File: src/rtl/lps_pkg.sv
// Shared types, constants and helpers for the launch pad sequencer.
// It depends on nothing else and every other file imports it.
`timescale 1ns / 1ps

package lps_pkg;

  localparam int unsigned KIND_W    = 3;
  localparam int unsigned PAD_W     = 3;
  localparam int unsigned LINK_W    = 2;
  localparam int unsigned ADC_W     = 10;
  localparam int unsigned CNT_W     = 16;
  localparam int unsigned CODE_W    = 3;
  localparam int unsigned CFG_IDX_W = 1;
  localparam int unsigned PAD_SPAN  = 2 ** PAD_W;

  localparam int unsigned DEF_NUM_PADS     = 8;
  localparam int unsigned DEF_RELAY_TICKS  = 3;
  localparam int unsigned DEF_RESET_TICKS  = 30000;
  localparam int unsigned DEF_DIS_PERIOD   = 100;
  localparam int unsigned DEF_FLASH_PERIOD = 50;

  localparam logic [ADC_W-1:0] DEF_LOW_THR  = ADC_W'(300);
  localparam logic [ADC_W-1:0] DEF_HIGH_THR = ADC_W'(900);

  localparam logic [CFG_IDX_W-1:0] CFG_LOW_THR  = 1'b0;
  localparam logic [CFG_IDX_W-1:0] CFG_HIGH_THR = 1'b1;

  localparam logic [LINK_W-1:0] LINK_DISC  = 2'd0;
  localparam logic [LINK_W-1:0] LINK_INIT  = 2'd1;
  localparam logic [LINK_W-1:0] LINK_READY = 2'd2;

  localparam int unsigned OB_EN = 0;
  localparam int unsigned OB_LA = 1;
  localparam int unsigned OB_GR = 2;
  localparam int unsigned OB_RD = 3;

  localparam logic [CODE_W-1:0] CODE_IDLE        = 3'd0;
  localparam logic [CODE_W-1:0] CODE_SW_ENABLE   = 3'd1;
  localparam logic [CODE_W-1:0] CODE_SW_ENABLED  = 3'd2;
  localparam logic [CODE_W-1:0] CODE_PAD_ENABLE  = 3'd3;
  localparam logic [CODE_W-1:0] CODE_PAD_ENABLED = 3'd4;
  localparam logic [CODE_W-1:0] CODE_LAUNCH      = 3'd5;

  typedef enum logic [KIND_W-1:0] {
    KIND_TICK       = 3'd0,
    KIND_SW_ENABLE  = 3'd1,
    KIND_SW_RESET   = 3'd2,
    KIND_PAD_ENABLE = 3'd3,
    KIND_PAD_RESET  = 3'd4,
    KIND_LAUNCH     = 3'd5,
    KIND_UNLAUNCH   = 3'd6
  } kind_t;

  typedef enum logic [5:0] {
    ST_IDLE        = 6'b000001,
    ST_SW_ENABLE   = 6'b000010,
    ST_SW_ENABLED  = 6'b000100,
    ST_PAD_ENABLE  = 6'b001000,
    ST_PAD_ENABLED = 6'b010000,
    ST_LAUNCH      = 6'b100000
  } seq_state_t;

  typedef struct packed {
    seq_state_t       st;
    logic [CNT_W-1:0] timeout;
    logic [CNT_W-1:0] flash;
    logic [CNT_W-1:0] relay;
    logic [3:0]       outs;
  } pad_t;

  typedef struct packed {
    logic [KIND_W-1:0] kind;
    logic [LINK_W-1:0] link;
    logic [ADC_W-1:0]  ref_a;
    logic [ADC_W-1:0]  ref_b;
    logic [ADC_W-1:0]  cont_volt;
  } event_t;

  localparam pad_t PAD_CLEAR = '{
    st:      ST_IDLE,
    timeout: '0,
    flash:   '0,
    relay:   '0,
    outs:    '0
  };

  function automatic logic [CODE_W-1:0] state_code(seq_state_t st);
    logic [CODE_W-1:0] code;
    case (st)
      ST_IDLE:        code = CODE_IDLE;
      ST_SW_ENABLE:   code = CODE_SW_ENABLE;
      ST_SW_ENABLED:  code = CODE_SW_ENABLED;
      ST_PAD_ENABLE:  code = CODE_PAD_ENABLE;
      ST_PAD_ENABLED: code = CODE_PAD_ENABLED;
      ST_LAUNCH:      code = CODE_LAUNCH;
      default:        code = CODE_IDLE;
    endcase
    return code;
  endfunction

endpackage

File: src/rtl/lps_pad_logic.sv
// Next-state logic for one pad: applies a registered event to that pad's state.
// Depends on lps_pkg for the pad and event types and the state and kind codes.
`timescale 1ns / 1ps

module lps_pad_logic #(
  parameter int unsigned RELAY_TICKS  = lps_pkg::DEF_RELAY_TICKS,
  parameter int unsigned RESET_TICKS  = lps_pkg::DEF_RESET_TICKS,
  parameter int unsigned DIS_PERIOD   = lps_pkg::DEF_DIS_PERIOD,
  parameter int unsigned FLASH_PERIOD = lps_pkg::DEF_FLASH_PERIOD
) (
  input  lps_pkg::event_t                ev_i,
  input  lps_pkg::pad_t                  pad_i,
  input  logic                           siren_i,
  input  logic [lps_pkg::ADC_W-1:0]      low_thr_i,
  input  logic [lps_pkg::ADC_W-1:0]      high_thr_i,
  output lps_pkg::pad_t                  pad_nxt,
  output logic                           siren_nxt
);
  import lps_pkg::*;

  localparam logic [CNT_W-1:0] RelayLoad = CNT_W'(RELAY_TICKS);
  localparam logic [CNT_W-1:0] ResetLoad = CNT_W'(RESET_TICKS);
  localparam logic [CNT_W-1:0] DisHalf   = CNT_W'(DIS_PERIOD / 2);
  localparam logic [CNT_W-1:0] FlashHalf = CNT_W'(FLASH_PERIOD / 2);
  localparam logic [CNT_W:0]   DisFull   = (CNT_W + 1)'(DIS_PERIOD);
  localparam logic [CNT_W:0]   FlashFull = (CNT_W + 1)'(FLASH_PERIOD);

  logic [CNT_W-1:0] tmo_dec;
  logic [CNT_W-1:0] relay_dec;
  logic [CNT_W:0]   flash_inc;
  logic [CNT_W-1:0] dis_wrap;
  logic [CNT_W-1:0] fl_wrap;
  logic             dis_on;
  logic             fl_on;
  logic             relay_done;
  logic             good;

  assign tmo_dec    = pad_i.timeout - CNT_W'(1);
  assign relay_dec  = pad_i.relay - CNT_W'(1);
  assign relay_done = (pad_i.relay <= CNT_W'(1));
  assign flash_inc  = {1'b0, pad_i.flash} + (CNT_W + 1)'(1);
  assign dis_on     = (pad_i.flash < DisHalf);
  assign fl_on      = (pad_i.flash < FlashHalf);
  assign dis_wrap   = (flash_inc >= DisFull) ? CNT_W'(flash_inc - DisFull)
                                             : flash_inc[CNT_W-1:0];
  assign fl_wrap    = (flash_inc >= FlashFull) ? CNT_W'(flash_inc - FlashFull)
                                               : flash_inc[CNT_W-1:0];
  assign good = ((ev_i.ref_a > ev_i.ref_b) && (ev_i.cont_volt < low_thr_i)) ||
                ((ev_i.ref_a < ev_i.ref_b) && (ev_i.cont_volt > high_thr_i));

  always_comb begin
    pad_nxt   = pad_i;
    siren_nxt = siren_i;
    case (kind_t'(ev_i.kind))
      KIND_TICK: begin
        if ((pad_i.timeout != '0) && (tmo_dec == '0)) begin
          pad_nxt   = PAD_CLEAR;
          siren_nxt = 1'b0;
        end else begin
          if (pad_i.timeout != '0) begin
            pad_nxt.timeout = tmo_dec;
          end
          case (pad_i.st)
            ST_IDLE: begin
              if (ev_i.link == LINK_DISC) begin
                pad_nxt.flash       = dis_wrap;
                pad_nxt.outs[OB_GR] = dis_on;
                pad_nxt.outs[OB_RD] = dis_on;
              end else if (ev_i.link == LINK_INIT) begin
                pad_nxt.flash       = dis_wrap;
                pad_nxt.outs[OB_RD] = dis_on;
              end else if (ev_i.link == LINK_READY) begin
                pad_nxt.outs[OB_GR] = 1'b0;
                pad_nxt.outs[OB_RD] = 1'b0;
              end
            end
            ST_SW_ENABLE: begin
              pad_nxt.relay = relay_done ? '0 : relay_dec;
              if (relay_done) begin
                pad_nxt.st = ST_SW_ENABLED;
              end
            end
            ST_PAD_ENABLE: begin
              pad_nxt.relay = relay_done ? '0 : relay_dec;
              if (relay_done) begin
                pad_nxt.st = ST_PAD_ENABLED;
              end
            end
            ST_SW_ENABLED, ST_PAD_ENABLED: begin
              pad_nxt.outs[OB_GR] = good;
              pad_nxt.outs[OB_RD] = !good;
            end
            ST_LAUNCH: begin
              pad_nxt.flash       = fl_wrap;
              pad_nxt.outs[OB_GR] = 1'b0;
              pad_nxt.outs[OB_RD] = fl_on;
            end
            default: begin
              pad_nxt = pad_i;
            end
          endcase
        end
      end
      KIND_SW_ENABLE: begin
        if (pad_i.st == ST_IDLE) begin
          pad_nxt.outs[OB_EN] = 1'b1;
          pad_nxt.relay       = RelayLoad;
          pad_nxt.st          = ST_SW_ENABLE;
        end
      end
      KIND_SW_RESET: begin
        if ((pad_i.st == ST_SW_ENABLE) || (pad_i.st == ST_SW_ENABLED)) begin
          pad_nxt.st   = ST_IDLE;
          pad_nxt.outs = '0;
        end
      end
      KIND_PAD_ENABLE: begin
        pad_nxt.outs[OB_LA] = 1'b0;
        pad_nxt.outs[OB_EN] = 1'b1;
        pad_nxt.relay       = RelayLoad;
        pad_nxt.timeout     = ResetLoad;
        pad_nxt.st          = ST_PAD_ENABLE;
        siren_nxt           = 1'b1;
      end
      KIND_PAD_RESET: begin
        pad_nxt   = PAD_CLEAR;
        siren_nxt = 1'b0;
      end
      KIND_LAUNCH: begin
        if (pad_i.st == ST_PAD_ENABLED) begin
          pad_nxt.timeout     = ResetLoad;
          pad_nxt.outs[OB_LA] = 1'b1;
          pad_nxt.flash       = '0;
          pad_nxt.st          = ST_LAUNCH;
        end
      end
      KIND_UNLAUNCH: begin
        pad_nxt.outs[OB_LA] = 1'b0;
        pad_nxt.timeout     = ResetLoad;
        pad_nxt.flash       = '0;
        pad_nxt.st          = ST_PAD_ENABLED;
      end
      default: begin
        pad_nxt = pad_i;
      end
    endcase
  end

endmodule

File: src/rtl/launch_pad_sequencer.sv
// Top level of the launch pad sequencer: event register, per-pad state file,
// result register and threshold registers. Depends on lps_pkg and lps_pad_logic.
//
//   Channel  Handshake               Carries
//   in       start, busy             kind, pad index, link, references, continuity
//   out      out_valid (strobe)      pad, state, relays, LEDs, siren
//   cfg      cfg_valid, cfg_ready    register index and data
//
// One event is taken every cycle; busy never rises.
// A result appears once its event is taken and has passed through the event register,
// then through the pad update into the result register.
// Reset is synchronous and clears every pad to idle and the thresholds to 300 and 900.
// The receiver cannot stall; each result is shown for one cycle only.
`timescale 1ns / 1ps

module launch_pad_sequencer #(
  parameter int unsigned NUM_PADS     = lps_pkg::DEF_NUM_PADS,
  parameter int unsigned RELAY_TICKS  = lps_pkg::DEF_RELAY_TICKS,
  parameter int unsigned RESET_TICKS  = lps_pkg::DEF_RESET_TICKS,
  parameter int unsigned DIS_PERIOD   = lps_pkg::DEF_DIS_PERIOD,
  parameter int unsigned FLASH_PERIOD = lps_pkg::DEF_FLASH_PERIOD
) (
  input  logic                             clk,
  input  logic                             rst_n,
  input  logic                             start,
  output logic                             busy,
  input  logic [lps_pkg::KIND_W-1:0]       in_kind,
  input  logic [lps_pkg::PAD_W-1:0]        in_pad_index,
  input  logic [lps_pkg::LINK_W-1:0]       in_link_state,
  input  logic [lps_pkg::ADC_W-1:0]        in_ref_a,
  input  logic [lps_pkg::ADC_W-1:0]        in_ref_b,
  input  logic [lps_pkg::ADC_W-1:0]        in_cont_volt,
  output logic                             out_valid,
  output logic [lps_pkg::PAD_W-1:0]        out_pad_out,
  output logic [lps_pkg::CODE_W-1:0]       out_pad_state,
  output logic                             out_enable_relay,
  output logic                             out_launch_relay,
  output logic                             out_green_led,
  output logic                             out_red_led,
  output logic                             out_siren_on,
  input  logic                             cfg_valid,
  output logic                             cfg_ready,
  input  logic [lps_pkg::CFG_IDX_W-1:0]    cfg_index,
  input  logic [lps_pkg::ADC_W-1:0]        cfg_data
);
  import lps_pkg::*;

  logic               in_valid_r;
  event_t             ev_r;
  logic [PAD_W-1:0]   pad_idx_r;
  pad_t               pads_r [NUM_PADS];
  logic               siren_r;
  logic [ADC_W-1:0]   low_thr_r;
  logic [ADC_W-1:0]   high_thr_r;
  logic [NUM_PADS-1:0] hit;
  logic               in_range;
  pad_t               cur_pad;
  pad_t               pad_nxt;
  logic               siren_nxt;

  logic               out_valid_r;
  logic [PAD_W-1:0]   out_pad_r;
  logic [CODE_W-1:0]  out_state_r;
  logic [3:0]         out_bits_r;
  logic               out_siren_r;

  assign busy      = 1'b0;
  assign cfg_ready = 1'b1;

  always_ff @(posedge clk) begin
    if (!rst_n) begin
      low_thr_r  <= DEF_LOW_THR;
      high_thr_r <= DEF_HIGH_THR;
    end else if (cfg_valid && cfg_ready) begin
      case (cfg_index)
        CFG_LOW_THR:  low_thr_r  <= cfg_data;
        CFG_HIGH_THR: high_thr_r <= cfg_data;
        default:      low_thr_r  <= low_thr_r;
      endcase
    end
  end

  always_ff @(posedge clk) begin
    if (!rst_n) begin
      in_valid_r <= 1'b0;
    end else begin
      in_valid_r <= start && !busy;
    end
  end

  always_ff @(posedge clk) begin
    if (start && !busy) begin
      ev_r.kind      <= in_kind;
      ev_r.link      <= in_link_state;
      ev_r.ref_a     <= in_ref_a;
      ev_r.ref_b     <= in_ref_b;
      ev_r.cont_volt <= in_cont_volt;
      pad_idx_r      <= in_pad_index;
    end
  end

  for (genvar p = 0; p < NUM_PADS; p++) begin : g_hit
    assign hit[p] = (p < PAD_SPAN) && (pad_idx_r == PAD_W'(p));
  end

  assign in_range = |hit;

  always_comb begin
    cur_pad = PAD_CLEAR;
    for (int p = 0; p < NUM_PADS; p++) begin
      if (hit[p]) begin
        cur_pad = pads_r[p];
      end
    end
  end

  lps_pad_logic #(
    .RELAY_TICKS (RELAY_TICKS),
    .RESET_TICKS (RESET_TICKS),
    .DIS_PERIOD  (DIS_PERIOD),
    .FLASH_PERIOD(FLASH_PERIOD)
  ) u_pad_logic (
    .ev_i      (ev_r),
    .pad_i     (cur_pad),
    .siren_i   (siren_r),
    .low_thr_i (low_thr_r),
    .high_thr_i(high_thr_r),
    .pad_nxt   (pad_nxt),
    .siren_nxt (siren_nxt)
  );

  always_ff @(posedge clk) begin
    if (!rst_n) begin
      for (int p = 0; p < NUM_PADS; p++) begin
        pads_r[p] <= PAD_CLEAR;
      end
      siren_r <= 1'b0;
    end else if (in_valid_r) begin
      for (int p = 0; p < NUM_PADS; p++) begin
        if (hit[p]) begin
          pads_r[p] <= pad_nxt;
        end
      end
      if (in_range) begin
        siren_r <= siren_nxt;
      end
    end
  end

  always_ff @(posedge clk) begin
    if (!rst_n) begin
      out_valid_r <= 1'b0;
    end else begin
      out_valid_r <= in_valid_r;
    end
  end

  always_ff @(posedge clk) begin
    if (in_valid_r) begin
      out_pad_r   <= pad_idx_r;
      out_state_r <= in_range ? state_code(pad_nxt.st) : CODE_IDLE;
      out_bits_r  <= in_range ? pad_nxt.outs : 4'b0000;
      out_siren_r <= in_range ? siren_nxt : siren_r;
    end
  end

  assign out_valid        = out_valid_r;
  assign out_pad_out      = out_pad_r;
  assign out_pad_state    = out_state_r;
  assign out_enable_relay = out_bits_r[OB_EN];
  assign out_launch_relay = out_bits_r[OB_LA];
  assign out_green_led    = out_bits_r[OB_GR];
  assign out_red_led      = out_bits_r[OB_RD];
  assign out_siren_on     = out_siren_r;

endmodule

File: config.mk
export PLATFORM = sky130hd
export DESIGN_NAME = launch_pad_sequencer
export DESIGN_NICKNAME = d
export VERILOG_FILES = /design/src/rtl/lps_pkg.sv /design/src/rtl/lps_pad_logic.sv /design/src/rtl/launch_pad_sequencer.sv
export SDC_FILE = /design/constraint.sdc
export NUM_CORES = 1
export LEC_CHECK = 0
export BUFFER_PORTS_ARGS = -buffer_cell sky130_fd_sc_hd__buf_2
export CAP_MARGIN = 5
export CORE_ASPECT_RATIO = 1.1
export CORE_MARGIN = 2
export CORE_UTILIZATION = 41
export DETAILED_ROUTE_END_ITERATION = 16
export GPL_TIMING_DRIVEN = 0
export HOLD_SLACK_MARGIN = 0.08
export PLACE_DENSITY_LB_ADDON = 0.2
export SLEW_MARGIN = 25
export SYNTH_ARGS = -nofsm -noshare
export SYNTH_HDL_FRONTEND = slang
export SYNTH_SLANG_ARGS = --single-unit
File: constraint.sdc
create_clock -name clk -period 5.9 [get_ports clk]
set_input_delay 0.295 -clock clk [delete_from_list [all_inputs] [get_ports clk]]
set_output_delay 0.295 -clock clk [all_outputs]
set_load 0.05 [all_outputs]
# ---- Word-level counts from Yosys, hierarchy flattened
# Memory sizes are Yosys's and may differ from the RTL's.
# Cells that the tools add are included.
dict set report totals {
  reg_bits 72
  ram_bits 464
  input_bits 53
  wordCells 170
  mem_count 1
}
# name words word_bits rd rd_clocked_by_memory_dff wr line_no
set mem_list {}
lappend mem_list {pads_r 8 58 8 0 8 launch_pad_sequencer.sv:51} ;# pad_t pads_r [NUM_PADS];
dict set report op_classes {
  addsub 5
  order_cmp 9
  n_eq_ne 26
  mux 85
  bitwise_logic 9
  n_reduce_logical 20
}
# cell n
set op_table {}
lappend op_table {{58-bit 2-to-1 mux} 17}
lappend op_table {{16-bit 2-to-1 mux} 9}
lappend op_table {{16-bit one-hot mux with 4 select lines} 2}
lappend op_table {{16-bit one-hot mux with 3 select lines} 1}
lappend op_table {{6-bit one-hot mux with 7 select lines} 1}
lappend op_table {{1-bit 2-to-1 mux} 39}
lappend op_table {{38-bit 2-to-1 mux} 1}
lappend op_table {{16-bit one-hot mux with 2 select lines} 1}
lappend op_table {{16-bit by 1-bit subtractor with 16-bit output (second input constant)} 2}
lappend op_table {{6-bit 2-to-1 mux} 4}
lappend op_table {{3-bit equality test (second input constant)} 7}
lappend op_table {{10-bit greater-than comparator} 2}
lappend op_table {{10-bit less-than comparator} 2}
lappend op_table {{16-bit by 1-bit adder with 17-bit output (second input constant)} 1}
lappend op_table {{17-bit by 6-bit >= comparator with 1-bit output (second input constant)} 1}
lappend op_table {{17-bit by 7-bit >= comparator with 1-bit output (second input constant)} 1}
lappend op_table {{16-bit by 1-bit less-or-equal comparator with 1-bit output (second input constant)} 1}
lappend op_table {{16-bit zero test} 1}
lappend op_table {{16-bit by 5-bit less-than comparator with 1-bit output (second input constant)} 1}
lappend op_table {{16-bit by 6-bit less-than comparator with 1-bit output (second input constant)} 1}
lappend op_table {{16-bit nonzero test} 1}
lappend op_table {{16-bit by 6-bit subtractor with 16-bit output (second input constant)} 1}
lappend op_table {{16-bit by 7-bit subtractor with 16-bit output (second input constant)} 1}
lappend op_table {{3-bit one-hot mux with 5 select lines} 1}
lappend op_table {{other kinds (29)} 55}

# ---- Logic depth before layout (Yosys ltp)
# Gate-level depths: netlist of the first run.
dict set report depth {
  word_depth 19
  depth_mapped 24
  mapped_depth_nobuf 18
}

# ---- By module
# A second synthesis of the first run with hierarchy kept.
dict set report hier_totals {
  hier_cells 2488
  hier_area_um2 27640.3
}
# module n_inst cells_per_inst area_each_um2 seq_area_each_um2
set by_module_without_submodules {}
lappend by_module_without_submodules {launch_pad_sequencer 1 1735 23020.8 15865.2}
lappend by_module_without_submodules {lps_pad_logic 1 753 4619.4 0.0}

# ---- Worst setup path after synthesis of the first run
# OpenSTA, ideal clock, no wires.
dict set report synth_timing {
  kind {reg2reg}
  from {register pad_idx_r[1]}
  to {memory pads_r[1][116] in the netlist's numbering (enable)}
  t_arrival_ns 5.721
  required_time_ns 5.346
  path_slack_ns -0.375
  stages_incl_launch_ff 10
  path_buffers 7
  period_less_slack_ns 6.275
  cell_sequence {edfxtp_1 buf_6 buf_6 buf_6 buf_6 buf_6 buf_4 nand3b_1 clkbuf_1 o21ai_0}
}
# element line_no
set synth_rtl {}
lappend synth_rtl {{start, declared} launch_pad_sequencer.sv:50} ;# logic [PAD_W-1:0] pad_idx_r;
lappend synth_rtl {{start signal, assigned} launch_pad_sequencer.sv:98} ;# pad_idx_r <= in_pad_index;
lappend synth_rtl {{end, declared} launch_pad_sequencer.sv:51}

==> impl_metrics.json, run 1 <==
{
  "min_period_ns": 5.77,
  "antenna_found_initial": 3,
  "area_growth_pct": 18.3,
  "drive_above_1_share_pct": 16.7,
  "grt_max_degree": 40,
  "critPathKind": "flop to flop",
  "fmaxAchievable_ghz": 0.173,
  "synth.cell_area_um2": 27100,
  "grt_use_met2_pct": 49.9,
  "cp_max_fo": 10,
  "fp.dieH_um": 273,
  "top_usage_layer": "met2",
  "met1_usage_pct": 37.6,
  "syn_avg_cell_area_um2": 11.3,
  "rsz0062_at_grt": "false",
  "p_per_area_nw_per_um2": 312,
  "fin_area_um2": 32000,
  "cts_max_path_buffers": 3,
  "status": "finished clean",
  "viasPerCell": 6.15,
  "grt_pass1_wl_um": 145000,
  "start_kind": "flop",
  "synth_flop_cell": "edfxtp_1",
  "start_util_pct": 41.6,
  "met3_usage_pct": 4.71,
  "worstPathRequired_ns": 6.35,
  "rows": 98,
  "syn-num-nets": 2491,
  "core_um2": 65100,
  "final.fill_count": 5823,
  "grt_overflow": 0,
  "clock_tree.root_cell": "clkbuf_16",
  "crit_arrival_ns": 6.23,
  "fp.dieW_um": 249,
  "fin_nets": 2710,
  "ios": 67,
  "place_congestion": 0.949,
  "hold_viol": 0,
  "clk_pin_slew_worst_paths_ns": 0.06,
  "hp-start": "cfg_valid",
  "grt_usage_pct": 29.4,
  "portBuffers": 64,
  "dp_hpwl_um": 69800,
  "synth_edf_count": 513,
  "hold_path.class": "input pin to flop",
  "setup-violations-final": 0,
  "drc": 0,
  "synth-seq-cells": 536,
  "diodes": 0,
  "finalClockSkew_ns": 0.0210,
  "via_count": 21600,
  "cts_tree": "done",
  "yosys_warnings": 0,
  "grt_pass1_vias": 21100,
  "slew_headroom_pct": 22.4,
  "crit_path_end_kind": "flop",
  "leakage_nw": 11.6,
  "drt_first_pass_iters": 6,
  "holdWs_ns": 0.143,
  "clock_latency_ns": 0.63,
  "synth_cells": 2399,
  "fin_crit_sh_pct": 97.8,
  "worst_pin_slew_ns": 1.16,
  "cts_max_level": 2,
  "clock-sinks": 536,
  "ant_nets": 0,
  "drtIter0Drc": 2582,
  "wl_um": 101000,
  "placed_area_um2": 28900,
  "wl_per_cell_um": 28.9,
  "reg2reg_from": "pad_idx_r[2]",
  "cts_buffers": 55,
  "crit_start": "pad_idx_r[2]",
  "ys_seq_area_share_pct": 58.6,
  "synth.distinct_cells": 101,
  "vdd_ir_drop_max_mv": 0.259,
  "async_flop_share_pct": 0,
  "fp.dieArea_um2": 68100,
  "slew_violations": 0,
  "maxCapViolCount": 0
}
-- power by group --
group | switching (W) | internal [W]
clock | 0.00152 | 0.00200
combinational | 0.00135 | 0.000629
sequential | 0.0000690 | 0.00441
-- registers in the layout, indices dropped and copies added, names as in the netlist --
| name | flops |
|---|---|
| pads_r | 464 |
| ev_r | 35 |
| out_pad_out | 3 |
| in_valid_r | 1 |
| out_valid | 1 |
| out_pad_state | 3 |
| siren_r | 1 |
| pad_idx_r | 3 |
| out_bits_r | 4 |
| out_siren_on | 1 |
| high_thr_r | 10 |
| low_thr_r | 10 |
-- area by class of cell --
cell class,instances,area (um^2),share of cell area [%]
sequential,536,15900,49.6
multi-input combinational,1647,10700,33.3
clock buffer,74,1540,4.81
timing repair buffer,165,1500,4.68
tap,850,1060,3.32
buffer,136,822,2.57
inverter,77,289,0.903
clock inverter,29,254,0.794
-- cells by family after synthesis --
group                    after synthesis  share of synthesized area (%)
flip-flops                           536                           58.6
AO/OA/AOI/OAI                        511                           13.1
XOR/XNOR                              33                           1.07
AND/OR/NAND/NOR                      931                           15.5
other                                  2                         0.0278
adder cells (fa/ha/maj)               40                           1.84
multiplexers                         130                           6.14
buffers and inverters                216                           3.67
-- what timing repair did --
item	CTS	global route
setup endpoints to repair	820	433
setup buffers	21	12
hold buffers	52	0
gates cloned	0	0
endpoints found under the hold margin	58	0
resized for setup	108	42
pin swaps	11	9
-- critical path, cell delays in order, from the launching register on --
cell and delay, ns:
edfxtp_1 0.41, buf_4 0.28, buf_6 0.23, buf_6 0.22, buf_4 0.30, nand3_2 0.47, o22ai_1 0.34, a221o_1 0.28
nand4_2 0.23, nor3_1 0.36, mux2i_1 0.42, nand2_1 0.31, a21oi_4 0.48, clkbuf_4 0.44, o311ai_0 0.20, nand2_1 0.10
o211ai_1 0.26, nor2_1 0.21
-- metrics by stage --
stage	std cells	total power, W	util (%)	setup slack [ns]	setup TNS [ns]
detailed placement	3329	0.00634	44.4	-2.70	-1276.49
CTS	3503	0.00989	48.8	-0.00355	-0.00355
global route	3514	0.0103	49.2	0.00383	0
global placement	3313	0.00630	43.7	-3.35	-2655.15
floorplan	2399	0.00566	-	0.719	0
finish	3514	0.00998	49.2	0.127	0
-- worst paths after layout --
| path | end | cells after the start | slack [ns] |
|---|---|---|---|
| max | pads_r[0][102] | 17 | 0.13 |
| min | low_thr_r[0] | 4 | 0.14 |
| max reg2reg | pads_r[0][102] | 17 | 0.13 |
| min reg2reg | low_thr_r[0] | 2 | 0.46 |
-- metal layers --
layer	share of wire, %	vias to the layer above
li1	-	9358
met5	0.038	-
met4	4.3	6
met2	48	1161
met1	39	10900
met3	8.5	221
-- synth_stat cells, types with 16 or more instances --
cell type	count	area, um^2
a21oi_1	107	536
mux2i_1	75	751
xnor2_1	22	193
o21ai_0	93	465
and2_1	18	113
a31oi_1	16	100
clkbuf_1	81	304
a22o_1	16	140
mux2_2	29	327
nand2b_1	23	144
mux4_2	25	563
o22ai_1	31	194
edfxtp_1	513	15400
o221ai_1	16	140
nor2_1	494	1850
a211oi_1	28	210
or2_2	16	100
dfxtp_1	23	460
nand2_1	184	691
nor2b_1	26	163
nand3_1	32	160
a22oi_1	17	128
nor4_1	19	119
inv_1	76	285
buf_2	31	155
o211ai_1	22	165
nor3_1	37	185
ha_1	39	488
-- cells in the final DEF, fill, tap and decap left out, drive strengths merged, types with 11 or more instances in the layout --
master,n
a211oi,30
a21o,14
a21oi,109
a221oi,11
a22o,16
a22oi,22
a31oi,17
and2,21
buf,166
clkbuf,156
clkinv,24
dfxtp,23
dlygate4sd3,52
edfxtp,513
ha,39
inv,77
mux2,29
mux2i,76
mux4,25
nand2,184
nand2b,23
nand3,33
nand4,13
nor2,494
nor2b,26
nor3,39
nor4,23
o211ai,22
o21ai,105
o221ai,16
o22ai,31
or2,19
xnor2,22
xor2,11
Power figures use the tool's default switching activity.
==> run 2, diff against run 1 <==
==> constraint.sdc (replaced) <==
create_clock -name clk -period 4.8 [get_ports clk]
set_input_delay 0.24 -clock clk [delete_from_list [all_inputs] [get_ports clk]]
set_output_delay 0.24 -clock clk [all_outputs]
set_load 0.05 [all_outputs]
==> run 2 against run 1 <==
Net effect: routed wire length rose by 3.6%; first-iteration DRC count is 7.3% higher; critical path depth grew 5; core utilization up 3.6 points.
==> impl_metrics.json, run 2 (synthesis results as in run 1) <==
{
  "fin_crit_sh_pct": 99.7,
  "cts_max_path_buffers": 3,
  "grt_usage_pct": 30.2,
  "clkPwrFrac_pct": 33.9,
  "reg2reg_from": "pad_idx_r[0]",
  "core_um2": 65100,
  "cp_max_fo": 11,
  "fp.dieArea_um2": 68100,
  "p_int_w": 0.00892,
  "holdPathStages": 1,
  "grt_overflow": 0,
  "crit_arrival_ns": 5.13,
  "drt_first_pass_iters": 6,
  "grt_pass1_vias": 21900,
  "final.fill_count": 5573,
  "drive_above_1_share_pct": 24.7,
  "start_util_pct": 41.6,
  "start_kind": "flop",
  "ant_nets": 0,
  "fin_nets": 2812,
  "holdWs_ns": 0.169,
  "place_congestion": 0.963,
  "clock-sinks": 536,
  "r2r_slack_ns": 0.02,
  "crit_path_end_kind": "flop",
  "slew_violations": 0,
  "hold_path.class": "input pin to flop",
  "p_seq_share_pct": 43.4,
  "fp.dieH_um": 273,
  "worst_pin_slew_ns": 1.23,
  "grt_pass1_wl_um": 149000,
  "min_period_ns": 4.78,
  "clk_pin_slew_worst_paths_ns": 0.06,
  "reg2reg_depth": 22,
  "cts_tree": "done",
  "viasPerCell": 6.20,
  "vdd_ir_drop_max_mv": 0.299,
  "area_growth_pct": 27.0,
  "cts_max_level": 2,
  "combPwrFrac_pct": 22.7,
  "largestRegisters": "pads_r (464), ev_r (35)",
  "worstPathRequired_ns": 5.15,
  "largest-register": "pads_r",
  "slew_headroom_pct": 17.8,
  "rows": 98,
  "clock_latency_ns": 0.63,
  "leakage_nw": 12.5,
  "final_cell_mix": "edfxtp_1 (513), nor2_1 (471), nand2_1 (166)",
  "grt_max_degree": 40,
  "wl_um": 105000,
  "wl_per_cell_um": 29.1,
  "hold_end": "ev_r[10]",
  "setup-violations-final": 0,
  "fp.dieW_um": 249,
  "diodes": 0,
  "drc": 0,
  "r2r-end": "pads_r[0][31]",
  "antenna_found_initial": 3,
  "fin_setup_tns_ns": 0,
  "clock_tree.root_cell": "clkbuf_16",
  "drtIter0Drc": 2771,
  "portBuffers": 64,
  "status": "finished clean",
  "critPathKind": "flop to flop",
  "rsz0062_at_grt": "true",
  "maxCapViolCount": 0,
  "sw_frac_of_total_pct": 29.7,
  "dp_hpwl_um": 69800,
  "hold_viol": 0,
  "cts_buffers": 56,
  "p_sw_w": 0.00378,
  "ios": 67,
  "fmaxAchievable_ghz": 0.209,
  "finalClockSkew_ns": 0.0280,
  "hp-start": "start",
  "p_per_area_nw_per_um2": 369,
  "final_common_cell": "edfxtp_1",
  "largest_reg_flops": 464,
  "via_count": 22400
}
-- run 2: what timing repair did --
action	4_1_cts	5_1_grt
gates cloned	3	3
pin swaps	45	51
gates resized for setup	345	147
hold endpoints to repair	58	0
buffers inserted	82	50
hold buffers	53	0
endpoints found under the setup margin	821	438
-- run 2: worst max path at each step --
stage / from / endpoint / slack, ns / cells past startpoint
finish: pad_idx_r[0] / pads_r[0][31] / 0.02 / 22
global route: pad_idx_r[1] / pads_r[1][140] / -0.08 / 16
CTS: pad_idx_r[2] / pads_r[1][198] / 0.01 / 19
detailed placement: pad_idx_r[0] / out_bits_r[2] / -2.75 / 19
global placement: pad_idx_r[2] / pads_r[1][153] / -4.46 / 8
floorplan: pad_idx_r[1] / pads_r[1][140] / 0.01 / 22
-- run 2: area by class of cell --
cell class	instances	area [um^2]	share of cell area, %
clock buffers	77	1550	4.51
clock inverters	23	218	0.633
well taps	850	1060	3.09
inverters	77	299	0.870
repair buffers	271	2430	7.07
flip-flops and latches	536	15900	46.2
plain buffers	130	1330	3.87
multi-input cells	1648	11600	33.8
-- run 2: through the flow --
stage	utilization [%]	power (W)	worst slack (ns)	cell area [um^2]	std cells
final	52.8	0.0127	0.0165	34400	3612
after global routing	52.8	0.0131	-0.0815	34400	3612
after CTS	51.2	0.0125	0.0121	33400	3560
after detailed placement	44.5	0.00780	-2.75	29000	3330
after global placement	43.8	0.00775	-4.46	28500	3313
after floorplan	-	0.00696	0.0146	27100	2399
-- run 2: layer usage --
metal | global-route usage [%] | vias to the layer above | part of all wire (%)
li1 | - | 9578 | -
met1 | 39.1 | 11200 | 39
met2 | 50.3 | 1267 | 47
met3 | 4.44 | 282 | 9.0
met4 | 13.9 | 4 | 5.3
met5 | 0 | - | 0.022
-- run 2: power groups by stage --
stage | combinational (W) | sequential [W] | clock (W)
6_report | 0.00289 | 0.00551 | 0.00431
3_3_place_gp | 0.00213 | 0.00562 | 0
5_1_grt | 0.00303 | 0.00552 | 0.00451
4_1_cts | 0.00264 | 0.00550 | 0.00433
3_5_place_dp | 0.00220 | 0.00560 | 0
2_1_floorplan | 0.00136 | 0.00560 | 0
-- run 2: critical path, cell delays in order (launching register included) --
cell and delay, ns:
edfxtp_1 0.50, buf_12 0.19, buf_16 0.15, buf_12 0.14, buf_12 0.14, buf_12 0.13
buf_12 0.14, clkbuf_16 0.17, buf_12 0.14, mux2i_4 0.19, ha_4 0.20, buf_4 0.13
or3_1 0.30, a222oi_1 0.34, buf_4 0.21, buf_8 0.12, a21oi_4 0.11, buf_6 0.16
a21o_4 0.25, a22o_4 0.26, a211oi_4 0.24, buf_12 0.19, nor2_1 0.05
